### config.mk
export PLATFORM = sky130hd
export DESIGN_NAME = led_rule_priority_mixer_top
export DESIGN_NICKNAME = d
export VERILOG_FILES = /design/src/rtl/lrpm_pkg.sv /design/src/rtl/lrpm_mix_unit.sv /design/src/rtl/led_rule_priority_mixer_top.sv
export SDC_FILE = /design/constraint.sdc
export NUM_CORES = 1
export LEC_CHECK = 0
export BUFFER_PORTS_ARGS = -buffer_cell sky130_fd_sc_hd__buf_2
export CAP_MARGIN = 10
export CORE_MARGIN = 2
export CORE_UTILIZATION = 55
export CTS_BUF_LIST = sky130_fd_sc_hd__clkbuf_2
export CTS_CLUSTER_DIAMETER = 150
export DETAILED_ROUTE_END_ITERATION = 10
export PLACE_DENSITY_LB_ADDON = 0.05
export SYNTH_ARGS = -nofsm -noshare
export SYNTH_HDL_FRONTEND = slang
export SYNTH_SLANG_ARGS = --single-unit
### constraint.sdc
create_clock -name clk -period 27.1 [get_ports clk]
set_clock_uncertainty 0.15 [all_clocks]
set_input_delay 2.71 -clock clk [delete_from_list [all_inputs] [get_ports clk]]
set_output_delay 2.71 -clock clk [all_outputs]
set_load 0.01 [all_outputs]
### src/rtl/lrpm_pkg.sv
// Shared types, constants and table functions for the LED rule priority mixer.
// Used by lrpm_mix_unit and led_rule_priority_mixer_top; depends on nothing.
package lrpm_pkg;

	// Default sizes handed to the top level.
	localparam int NODES_DEF           = 4;
	localparam int LAYERS_DEF          = 2;
	localparam int RULES_PER_LAYER_DEF = 8;
	localparam int COLOR_CHANNELS_DEF  = 3;

	localparam int VALUE_W   = 16;
	localparam int RULE_W    = 8;
	localparam int WORD_W    = 64;
	localparam int NUM_REGS  = 8;
	localparam int REG_IDX_W = 3;
	localparam int KEYS_W    = 5;
	localparam int BREATH_W  = 10;
	localparam int TRIG_W    = 6;

	// Rule byte fields.
	localparam int RULE_INV_BIT = 7;
	localparam int RULE_MIN_BIT = 6;

	localparam logic [VALUE_W-1:0] FULL = 16'hffff;

	// Trigger codes.
	localparam logic [TRIG_W-1:0] TRIG_CONST  = 6'd0;
	localparam logic [TRIG_W-1:0] TRIG_KEY_LO = 6'd1;
	localparam logic [TRIG_W-1:0] TRIG_KEY_HI = 6'd5;
	localparam logic [TRIG_W-1:0] TRIG_USB    = 6'd6;
	localparam logic [TRIG_W-1:0] TRIG_BREATH = 6'd7;

	localparam logic [WORD_W-1:0] RULE_RESET [NUM_REGS] = '{
		64'h4001, 64'h0, 64'h4002, 64'h0,
		64'h40040307, 64'h4006, 64'h40040507, 64'h4006
	};

	localparam logic [VALUE_W-1:0] CONST_COLOUR [4][4][3] = '{
		'{'{16'h3ff, 16'h0, 16'h0}, '{16'h0, 16'h3ff, 16'h0},
		  '{16'h0, 16'h0, 16'h3ff}, '{16'h3ff, 16'h3ff, 16'h0}},
		'{'{16'h0, 16'h0, 16'h3ff}, '{16'h0, 16'h0, 16'h0},
		  '{16'h0, 16'h0, 16'h0}, '{16'h0, 16'h0, 16'h3ff}},
		'{'{16'h0, 16'h0, 16'h0}, '{16'h0, 16'h0, 16'h0},
		  '{16'h0, 16'h0, 16'h0}, '{16'h0, 16'h0, 16'h0}},
		'{'{16'h0, 16'h0, 16'h0}, '{16'h0, 16'h0, 16'h0},
		  '{16'h0, 16'h0, 16'h0}, '{16'h0, 16'h0, 16'h0}}
	};

	typedef enum logic [2:0] {
		ST_IDLE,
		ST_INIT,
		ST_RULE,
		ST_FOLD,
		ST_EMIT
	} lrpm_state_t;

	typedef struct packed {
		logic inv;
		logic min;
	} lrpm_mix_ctrl_t;

	// Constant colour for a layer, LED and channel; channel code 3 has no entry.
	function automatic logic [VALUE_W-1:0] const_colour(input logic [1:0] layer,
			input logic [1:0] led, input logic [1:0] chan);
		logic [VALUE_W-1:0] v;
		v = '0;
		if (chan != 2'd3) begin
			v = CONST_COLOUR[layer][led][chan];
		end
		return v;
	endfunction

	// Fixed wiring of nodes to LEDs.
	function automatic logic [1:0] node_led(input logic [1:0] node);
		logic [1:0] led;
		unique case (node)
			2'd0: led = 2'd1;
			2'd1: led = 2'd2;
			2'd2: led = 2'd0;
			2'd3: led = 2'd3;
			default: led = 2'd0;
		endcase
		return led;
	endfunction

endpackage

### src/rtl/lrpm_mix_unit.sv
// Shared min/max mixing unit with optional inversion of the incoming value.
// Depends on lrpm_pkg for the value width and the control struct.
module lrpm_mix_unit (
	input  logic [lrpm_pkg::VALUE_W-1:0] a,
	input  logic [lrpm_pkg::VALUE_W-1:0] b,
	input  lrpm_pkg::lrpm_mix_ctrl_t     ctrl,
	output logic [lrpm_pkg::VALUE_W-1:0] y
);

	logic [lrpm_pkg::VALUE_W-1:0] b_eff;
	logic                         b_lt;
	logic                         take_b;

	always_comb begin
		b_eff  = ctrl.inv ? ~b : b;
		b_lt   = b_eff < a;
		// Max keeps the new value on a tie, min keeps the old one.
		take_b = ctrl.min ? b_lt : !b_lt;
		y      = take_b ? b_eff : a;
	end

endmodule

### src/rtl/led_rule_priority_mixer_top.sv
// LED rule priority mixer, top level: rule registers, sequencer and datapath.
// Depends on lrpm_pkg and instantiates lrpm_mix_unit.
//
// A frame item is taken on start while busy is low; the block then walks the rules of
// every node, highest node first, and puts out one result per node, each on the result
// ports for exactly one cycle with strobe high; last marks the node 0 result. The
// receiver cannot stall, so results must be taken as they appear. All mixing goes
// through one min/max unit, one colour channel per cycle: each layer's rules are walked
// over every channel, then the layer is folded into the node value. A layer walks rules
// up to and including its first constant-trigger rule, at most RULES_PER_LAYER. Results
// of one frame are spaced by the work of one node. Rule registers are written through
// wr_en, wr_index and wr_data; the user must write them only while busy is low, as the
// block itself does not enforce it.
module led_rule_priority_mixer_top #(
	parameter int NODES           = lrpm_pkg::NODES_DEF,
	parameter int LAYERS          = lrpm_pkg::LAYERS_DEF,
	parameter int RULES_PER_LAYER = lrpm_pkg::RULES_PER_LAYER_DEF,
	parameter int COLOR_CHANNELS  = lrpm_pkg::COLOR_CHANNELS_DEF
) (
	input  logic                             clk,
	input  logic                             arst_n,
	input  logic                             start,
	output logic                             busy,
	input  logic [lrpm_pkg::KEYS_W-1:0]      key_bits,
	input  logic                             usb_link,
	input  logic [lrpm_pkg::BREATH_W-1:0]    breath_level,
	input  logic                             wr_en,
	input  logic [lrpm_pkg::REG_IDX_W-1:0]   wr_index,
	input  logic [lrpm_pkg::WORD_W-1:0]      wr_data,
	output logic                             strobe,
	output logic [1:0]                       led_number,
	output logic [lrpm_pkg::VALUE_W-1:0]     value_0,
	output logic [lrpm_pkg::VALUE_W-1:0]     value_1,
	output logic [lrpm_pkg::VALUE_W-1:0]     value_2,
	output logic                             last
);

	localparam int NODE_W  = (NODES > 1) ? $clog2(NODES) : 1;
	localparam int LAYER_W = (LAYERS > 1) ? $clog2(LAYERS) : 1;
	localparam int RIDX_W  = (RULES_PER_LAYER > 1) ? $clog2(RULES_PER_LAYER) : 1;
	localparam int CH_W    = (COLOR_CHANNELS > 1) ? $clog2(COLOR_CHANNELS) : 1;
	localparam int VW      = lrpm_pkg::VALUE_W;

	localparam logic [NODE_W-1:0]  NODE_TOP   = NODE_W'(NODES - 1);
	localparam logic [LAYER_W-1:0] LAYER_LAST = LAYER_W'(LAYERS - 1);
	localparam logic [RIDX_W-1:0]  RULE_LAST  = RIDX_W'(RULES_PER_LAYER - 1);
	localparam logic [CH_W-1:0]    CH_LAST    = CH_W'(COLOR_CHANNELS - 1);

	lrpm_pkg::lrpm_state_t state_q, state_d;

	logic [lrpm_pkg::WORD_W-1:0]   rules_q [lrpm_pkg::NUM_REGS];
	logic [NODE_W-1:0]             node_q;
	logic [LAYER_W-1:0]            layer_q;
	logic [RIDX_W-1:0]             rule_q;
	logic [CH_W-1:0]               ch_q;
	logic                          first_min_q;
	logic [lrpm_pkg::KEYS_W-1:0]   keys_q;
	logic                          usb_q;
	logic [lrpm_pkg::BREATH_W-1:0] breath_q;
	logic [VW-1:0]                 lay_q [COLOR_CHANNELS];
	logic [VW-1:0]                 acc_q [COLOR_CHANNELS];

	logic                          strobe_q;
	logic [1:0]                    led_q;
	logic [VW-1:0]                 val0_q, val1_q, val2_q;
	logic                          last_q;

	logic [2:0]                    node_x;
	logic [1:0]                    layer_x;
	logic                          reg_exists;
	logic [lrpm_pkg::REG_IDX_W-1:0] reg_idx;
	logic [lrpm_pkg::WORD_W-1:0]   rule_word;
	logic [lrpm_pkg::RULE_W-1:0]   rule_byte;
	logic [lrpm_pkg::TRIG_W-1:0]   trig_id;
	logic [VW-1:0]                 trig_val;
	logic [1:0]                    led;
	logic [1:0]                    const_ch;
	logic [VW-1:0]                 mix_a, mix_b, mix_y;
	lrpm_pkg::lrpm_mix_ctrl_t      mix_ctrl;
	logic                          ch_last;
	logic                          rule_stop;
	logic                          accept;
	logic [VW-1:0]                 out_vals [3];

	assign accept = start && !busy;
	assign busy   = (state_q != lrpm_pkg::ST_IDLE);

	// Rule byte of the current node, layer and rule; a node or layer without a register
	// reads as zero.
	always_comb begin
		node_x     = 3'(node_q);
		layer_x    = 2'(layer_q);
		reg_exists = !node_x[2] && !layer_x[1];
		reg_idx    = {node_x[1:0], layer_x[0]};
		rule_word  = reg_exists ? rules_q[reg_idx] : '0;
		rule_byte  = rule_word[lrpm_pkg::RULE_W*rule_q +: lrpm_pkg::RULE_W];
		trig_id    = rule_byte[lrpm_pkg::TRIG_W-1:0];
		led        = lrpm_pkg::node_led(node_x[1:0]);
		ch_last    = (ch_q == CH_LAST);
		rule_stop  = (trig_id == lrpm_pkg::TRIG_CONST) || (rule_q == RULE_LAST);
	end

	// Trigger value for the channel in hand.
	always_comb begin
		const_ch = (COLOR_CHANNELS > 3) ? 2'd0 : 2'(ch_q);
		priority if (trig_id == lrpm_pkg::TRIG_CONST) begin
			trig_val = lrpm_pkg::const_colour(layer_x, led, const_ch);
		end else if (trig_id >= lrpm_pkg::TRIG_KEY_LO && trig_id <= lrpm_pkg::TRIG_KEY_HI) begin
			trig_val = keys_q[3'(trig_id - lrpm_pkg::TRIG_KEY_LO)] ? lrpm_pkg::FULL : '0;
		end else if (trig_id == lrpm_pkg::TRIG_USB) begin
			trig_val = usb_q ? lrpm_pkg::FULL : '0;
		end else if (trig_id == lrpm_pkg::TRIG_BREATH) begin
			trig_val = VW'(breath_q);
		end else begin
			trig_val = '0;
		end
	end

	// Operand select for the shared mix unit: rule walk or layer fold.
	always_comb begin
		if (state_q == lrpm_pkg::ST_FOLD) begin
			mix_a        = acc_q[ch_q];
			mix_b        = lay_q[ch_q];
			mix_ctrl.inv = 1'b0;
			mix_ctrl.min = first_min_q;
		end else begin
			mix_a        = lay_q[ch_q];
			mix_b        = trig_val;
			mix_ctrl.inv = rule_byte[lrpm_pkg::RULE_INV_BIT];
			mix_ctrl.min = rule_byte[lrpm_pkg::RULE_MIN_BIT];
		end
	end

	lrpm_mix_unit u_mix (
		.a    (mix_a),
		.b    (mix_b),
		.ctrl (mix_ctrl),
		.y    (mix_y)
	);

	// Sequencer.
	always_ff @(posedge clk or negedge arst_n) begin
		if (!arst_n) begin
			state_q <= lrpm_pkg::ST_IDLE;
		end else begin
			state_q <= state_d;
		end
	end

	always_comb begin
		state_d = state_q;
		unique case (state_q)
			lrpm_pkg::ST_IDLE: begin
				if (start) begin
					state_d = lrpm_pkg::ST_INIT;
				end
			end
			lrpm_pkg::ST_INIT: begin
				state_d = lrpm_pkg::ST_RULE;
			end
			lrpm_pkg::ST_RULE: begin
				if (ch_last && rule_stop) begin
					state_d = lrpm_pkg::ST_FOLD;
				end
			end
			lrpm_pkg::ST_FOLD: begin
				if (ch_last) begin
					state_d = (layer_q == LAYER_LAST) ? lrpm_pkg::ST_EMIT : lrpm_pkg::ST_INIT;
				end
			end
			lrpm_pkg::ST_EMIT: begin
				state_d = (node_q == '0) ? lrpm_pkg::ST_IDLE : lrpm_pkg::ST_INIT;
			end
			default: state_d = lrpm_pkg::ST_IDLE;
		endcase
	end

	// Loop counters.
	always_ff @(posedge clk or negedge arst_n) begin
		if (!arst_n) begin
			node_q      <= '0;
			layer_q     <= '0;
			rule_q      <= '0;
			ch_q        <= '0;
			first_min_q <= 1'b0;
		end else begin
			unique case (state_q)
				lrpm_pkg::ST_IDLE: begin
					if (accept) begin
						node_q  <= NODE_TOP;
						layer_q <= '0;
					end
				end
				lrpm_pkg::ST_INIT: begin
					// rule_q is zero here, so this is the layer's first rule byte
					first_min_q <= rule_byte[lrpm_pkg::RULE_MIN_BIT];
					ch_q        <= '0;
				end
				lrpm_pkg::ST_RULE: begin
					if (ch_last) begin
						ch_q <= '0;
						if (!rule_stop) begin
							rule_q <= rule_q + 1'b1;
						end
					end else begin
						ch_q <= ch_q + 1'b1;
					end
				end
				lrpm_pkg::ST_FOLD: begin
					rule_q <= '0;
					if (ch_last) begin
						ch_q <= '0;
						if (layer_q != LAYER_LAST) begin
							layer_q <= layer_q + 1'b1;
						end
					end else begin
						ch_q <= ch_q + 1'b1;
					end
				end
				lrpm_pkg::ST_EMIT: begin
					layer_q <= '0;
					if (node_q != '0) begin
						node_q <= node_q - 1'b1;
					end
				end
				default: ;
			endcase
		end
	end

	// Rule registers.
	always_ff @(posedge clk or negedge arst_n) begin
		if (!arst_n) begin
			for (int i = 0; i < lrpm_pkg::NUM_REGS; i++) begin
				rules_q[i] <= lrpm_pkg::RULE_RESET[i];
			end
		end else if (wr_en) begin
			rules_q[wr_index] <= wr_data;
		end
	end

	// Item capture and channel accumulators.
	always_ff @(posedge clk) begin
		if (accept) begin
			keys_q   <= key_bits;
			usb_q    <= usb_link;
			breath_q <= breath_level;
		end
		unique case (state_q)
			lrpm_pkg::ST_INIT: begin
				for (int c = 0; c < COLOR_CHANNELS; c++) begin
					lay_q[c] <= rule_byte[lrpm_pkg::RULE_MIN_BIT] ? lrpm_pkg::FULL : '0;
				end
			end
			lrpm_pkg::ST_RULE: begin
				lay_q[ch_q] <= mix_y;
			end
			lrpm_pkg::ST_FOLD: begin
				// layer 0 seeds the node value, later layers fold into it
				acc_q[ch_q] <= (layer_q == '0) ? lay_q[ch_q] : mix_y;
			end
			default: ;
		endcase
	end

	for (genvar k = 0; k < 3; k++) begin : g_out
		if (k < COLOR_CHANNELS) begin : g_used
			assign out_vals[k] = acc_q[k];
		end else begin : g_unused
			assign out_vals[k] = '0;
		end
	end

	// Result register: one cycle per node.
	always_ff @(posedge clk or negedge arst_n) begin
		if (!arst_n) begin
			strobe_q <= 1'b0;
		end else begin
			strobe_q <= (state_q == lrpm_pkg::ST_EMIT);
		end
	end

	always_ff @(posedge clk) begin
		if (state_q == lrpm_pkg::ST_EMIT) begin
			led_q  <= led;
			val0_q <= out_vals[0];
			val1_q <= out_vals[1];
			val2_q <= out_vals[2];
			last_q <= (node_q == '0);
		end
	end

	assign strobe     = strobe_q;
	assign led_number = led_q;
	assign value_0    = val0_q;
	assign value_1    = val1_q;
	assign value_2    = val2_q;
	assign last       = last_q;

	// The frame ends with the node 0 result.
	a_end_on_last: assert property (@(posedge clk) disable iff (!arst_n)
		$fell(busy) |-> strobe && last)
		else $error("frame ended without its last result");

	// Results of one frame never come in adjacent cycles.
	a_strobe_spaced: assert property (@(posedge clk) disable iff (!arst_n)
		strobe |=> !strobe)
		else $error("back-to-back result strobes");

	a_last_led: assert property (@(posedge clk) disable iff (!arst_n)
		strobe && last |-> led_number == lrpm_pkg::node_led(2'd0))
		else $error("last result not from node 0");

	a_accept_busy: assert property (@(posedge clk) disable iff (!arst_n)
		accept |=> busy && node_q == NODE_TOP && layer_q == '0)
		else $error("item accepted without starting the walk");

	a_rule_bound: assert property (@(posedge clk) disable iff (!arst_n)
		state_q == lrpm_pkg::ST_RULE |-> rule_q <= RULE_LAST && ch_q <= CH_LAST)
		else $error("rule or channel counter out of range");

endmodule
==> results.md <==
- Global router's overall resource usage: between 20 and 30%
- Worst Path Required: 28.01 ns
- Power density relative to cell area: 127 nW/µm²
- Tightest Pin Transition: roughly 1.2 ns
- MaxCap Viol Count: 0
- Synth unique cells: 68
- CTS Sinks: 720
- Commonest cells after routing, fill and taps aside: sky130_fd_sc_hd__mux2_2, sky130_fd_sc_hd__dfrtp_1, sky130_fd_sc_hd__clkbuf_2, sky130_fd_sc_hd__edfxtp_1, sky130_fd_sc_hd__mux4_2
- Type of the tightest min-delay check: reg -> reg
- Shortest period the worst path allows: around 9.6 ns
- Number of global-route vias before repair: 20800
- DRC: 0
- Avg Synthesized Cell Area: 15.1 µm²
- Area delta synth->final: 9.61%
- Net count of the mapped netlist: 2260
- Standard-cell rows: 89
- Count of synthesis-stage warnings from yosys: 0
- Horiz. Die Dim: roughly 250 µm
- Combinational family with the most area after synthesis: multiplexers
- Fraction of final layout cells with drive strength greater than 1: 47.3%
- Drt via density: around 6
- Starting DRC count in detailed routing: 1154
- Unrepaired setup endpoints after global routing: no
- Source-to-sink clock delay at the later pin of the worst-skew pair: 1.38 ns
- Area share of xor/xnor cells in the synthesized design: 0.0540%
- Critical path fanouts, max: 50
- Core outline area: 58700 µm²
- Weighted congestion at the end of routability-driven global placement: 0.889
- Leak: 15.1 nW
- Status: finished, final reports clean
- CTS Buf Count: 182
- Setup WS pre-CTS: 17.68 ns
- Count of pins on the block boundary: 140
- Final routed wire length divided by cell count: 24.0 µm
- Largest net degree at the start of global routing: 175
- Number of buffers added on ports: around 140
- Category of the critical setup timing path: reg -> reg
- Data arrival time of the critical path: 10.48 ns
- # hold bufs at CTS: 0
- Netlist area before placement: 32500 µm²
- Vias post-DR: 19700
- Gate count of the mapped netlist: around 2100
- Nets@finish: between 2000 and 2500
- Peak VDD IR: 169 µV
- TritonCTS clock tree: built
- Post CTS Setup Buffer Count: 0
- Compound-gate portion of the synthesized area: 3.99%
- Clock root cell: sky130_fd_sc_hd__clkbuf_2
- Routed Wire Length: 78500 µm
- Total number of H-tree levels: 4
- Mux share of post-synthesis cell area: 29.8%
- Share of synthesized area occupied by flip-flops and latches: 58.6%
- Length of the first detailed-routing pass in iterations: 5
- Crit start category: flop
- Clock transition at the registers of the reported paths: 0.11 ns
- Number of enable-type register cells in the synthesized netlist: 195
- Area of the die: 61000 µm²
- Crit. End Element: flop
- Hold violation count in the final report: 0
- Commonest non-fill, non-tap cell in the layout: sky130_fd_sc_hd__mux2_2
- Cells resized by post-CTS repair: 0
- Total negative slack: 0 ns
- Post-route setup slack: 17.52 ns
- Number of buffers between clock root and the deepest sink: 3
- Synthesized flop and latch total: 720
- Antenna violations before repair: 12
- Remaining Overflow, GRT: 0
- Synthesized-area fraction occupied by and/or/nand/nor cells: 4.49%
- Max-slew violation count: 0
- Commonest register cell after synthesis: sky130_fd_sc_hd__dfrtp_1
- Global-route wire length before repair: 122000 µm
- Count of nets left with antenna violations after detail routing: 0
- Share of async-settable or async-resettable flops after synthesis: 72.9%
- Tightest hold margin: roughly 0.3 ns
- Dpl hpwl: 48400 µm
- Initial Utilization: 55.3%
- Post-synthesis adder-cell area fraction: 1.04%
- Maximum frequency from static timing analysis: 104 MHz
- Die outline height: approximately 250 µm
- Worst slew margin relative to its limit: 17.6%
- Share of the clock period used by the worst path: 35.3%
- Total of endpoints with negative setup slack in the final report: 0
[power breakdown]
| group | switching (mW) | leakage (nW) | internal, mW | total [mW] |
|---|---|---|---|---|
| clock | 0.425 | 1.30 | 0.321 | 0.746 |
| sequential | 0.155 | 8.05 | 1.55 | 1.71 |
| combinational | 1.18 | 5.76 | 0.865 | 2.05 |
| total | 1.76 | 15.1 | 2.74 | 4.50 |
[stage by stage]
step           power (mW)  utilization, %  instance area [µm²]  cells
2_1_floorplan        3.20               -                32500   2146
3_3_place_gp         3.69            57.8                33900   2962
3_5_place_dp         3.76            57.8                33900   2963
4_1_cts              4.52            60.6                35600   3274
5_1_grt              4.80            60.6                35600   3278
6_report             4.50            60.6                35600   3279
[cells in the mapped netlist, drive strengths merged, types with 5 or more instances]
cell | n | share of area [%]
mux2i | 67 | 2.1
mux4 | 139 | 9.6
nand4 | 5 | 0.096
edfxtp | 195 | 18
nor3 | 43 | 0.66
dfrtp | 501 | 39
a22oi | 10 | 0.23
a22o | 8 | 0.22
o221ai | 9 | 0.24
nand3 | 16 | 0.25
buf | 44 | 0.76
a21o | 9 | 0.21
and3 | 15 | 0.29
nor2 | 71 | 0.82
mux2 | 520 | 18
nand2b | 8 | 0.15
ha | 27 | 1.0
and2 | 14 | 0.27
dfstp | 24 | 1.9
o21ai | 72 | 1.1
nand2 | 106 | 1.2
a21oi | 47 | 0.72
clkbuf | 87 | 1.0
or3 | 5 | 0.096
nor2b | 8 | 0.15
inv | 27 | 0.31
[kinds of logic (layout without fill, tap and decap cells)]
family,Yosys count,in the layout
compound gates,201,201
xor+xnor,2,2
fa+ha+maj,27,27
buf+inv,158,513
flops,720,720
mux,726,726
other cells,0,5
simple gates,312,312
[worst max-delay path, cell delays in order, from the launching register on]
cell                        delay, ns
sky130_fd_sc_hd__dfrtp_4         0.89
sky130_fd_sc_hd__buf_4           0.71
sky130_fd_sc_hd__mux4_2          0.41
sky130_fd_sc_hd__mux4_2          0.52
sky130_fd_sc_hd__mux4_2          0.50
sky130_fd_sc_hd__inv_1           0.10
sky130_fd_sc_hd__ha_1            0.27
sky130_fd_sc_hd__mux2_2          0.27
sky130_fd_sc_hd__nor2_1          0.06
sky130_fd_sc_hd__mux2_2          0.28
sky130_fd_sc_hd__or4_1           0.52
sky130_fd_sc_hd__a31oi_2         0.48
sky130_fd_sc_hd__xor2_1          0.13
sky130_fd_sc_hd__nand2_1         0.51
sky130_fd_sc_hd__nand2_1         0.12
sky130_fd_sc_hd__ha_1            0.33
sky130_fd_sc_hd__a21o_1          0.16
sky130_fd_sc_hd__a21o_1          0.16
sky130_fd_sc_hd__a21oi_1         0.16
sky130_fd_sc_hd__o221ai_1        0.23
sky130_fd_sc_hd__a2111oi_2       0.53
sky130_fd_sc_hd__a211o_1         0.82
sky130_fd_sc_hd__mux2i_1         0.30
sky130_fd_sc_hd__o21ai_0         0.58
[layout make-up]
cell class | count | area (µm²)
diodes | 5 | 12.5
clock buffers | 284 | 1420
clock inverters | 27 | 253
fillers | 4654 | 23100
inverters | 27 | 101
multi-input cells | 1268 | 12800
flip-flops and latches | 720 | 19000
well taps | 773 | 967
repair buffers | 175 | 988
[worst paths after layout]
| kind | start | endpoint | slack [ns] | cells past startpoint |
|---|---|---|---|---|
| worst max register to register | node_q[0]$_DFFE_PN0P_ | acc_q[0][5]$_DFFE_PP_ | 17.52 | 23 |
| worst max-delay path | node_q[0]$_DFFE_PN0P_ | acc_q[0][5]$_DFFE_PP_ | 17.52 | 23 |
| max in group asynchronous | arst_n | rules_q[161]$_DFFE_PN0P_ | 22.95 | 3 |
| worst min-delay path | acc_q[0][14]$_DFFE_PP_ | value_0[14]$_DFFE_PP_ | 0.30 | 0 |
| min in group asynchronous | arst_n | rules_q[21]$_DFFE_PN0P_ | 1.28 | 1 |
| worst min register to register | acc_q[0][14]$_DFFE_PP_ | value_0[14]$_DFFE_PP_ | 0.30 | 0 |
[metal layers]
layer	up-vias	track usage (%)	wire (µm)
met1	10300	35.1	32700
met4	8	10.0	2140
met3	158	6.02	4340
met2	582	43.9	39300
met5	-	0	43
li1	8661	-	-
[registers in the layout (all words and copies together), names as in the netlist, 3 cells and up]
name / count
lay_q: 64
keys_q: 5
rule_q: 3
state_q: 3
rules_q: 512
value_0: 16
breath_q: 10
acc_q: 64
value_1: 16
value_2: 16
Note: power is estimated with default switching activity, not from simulation.
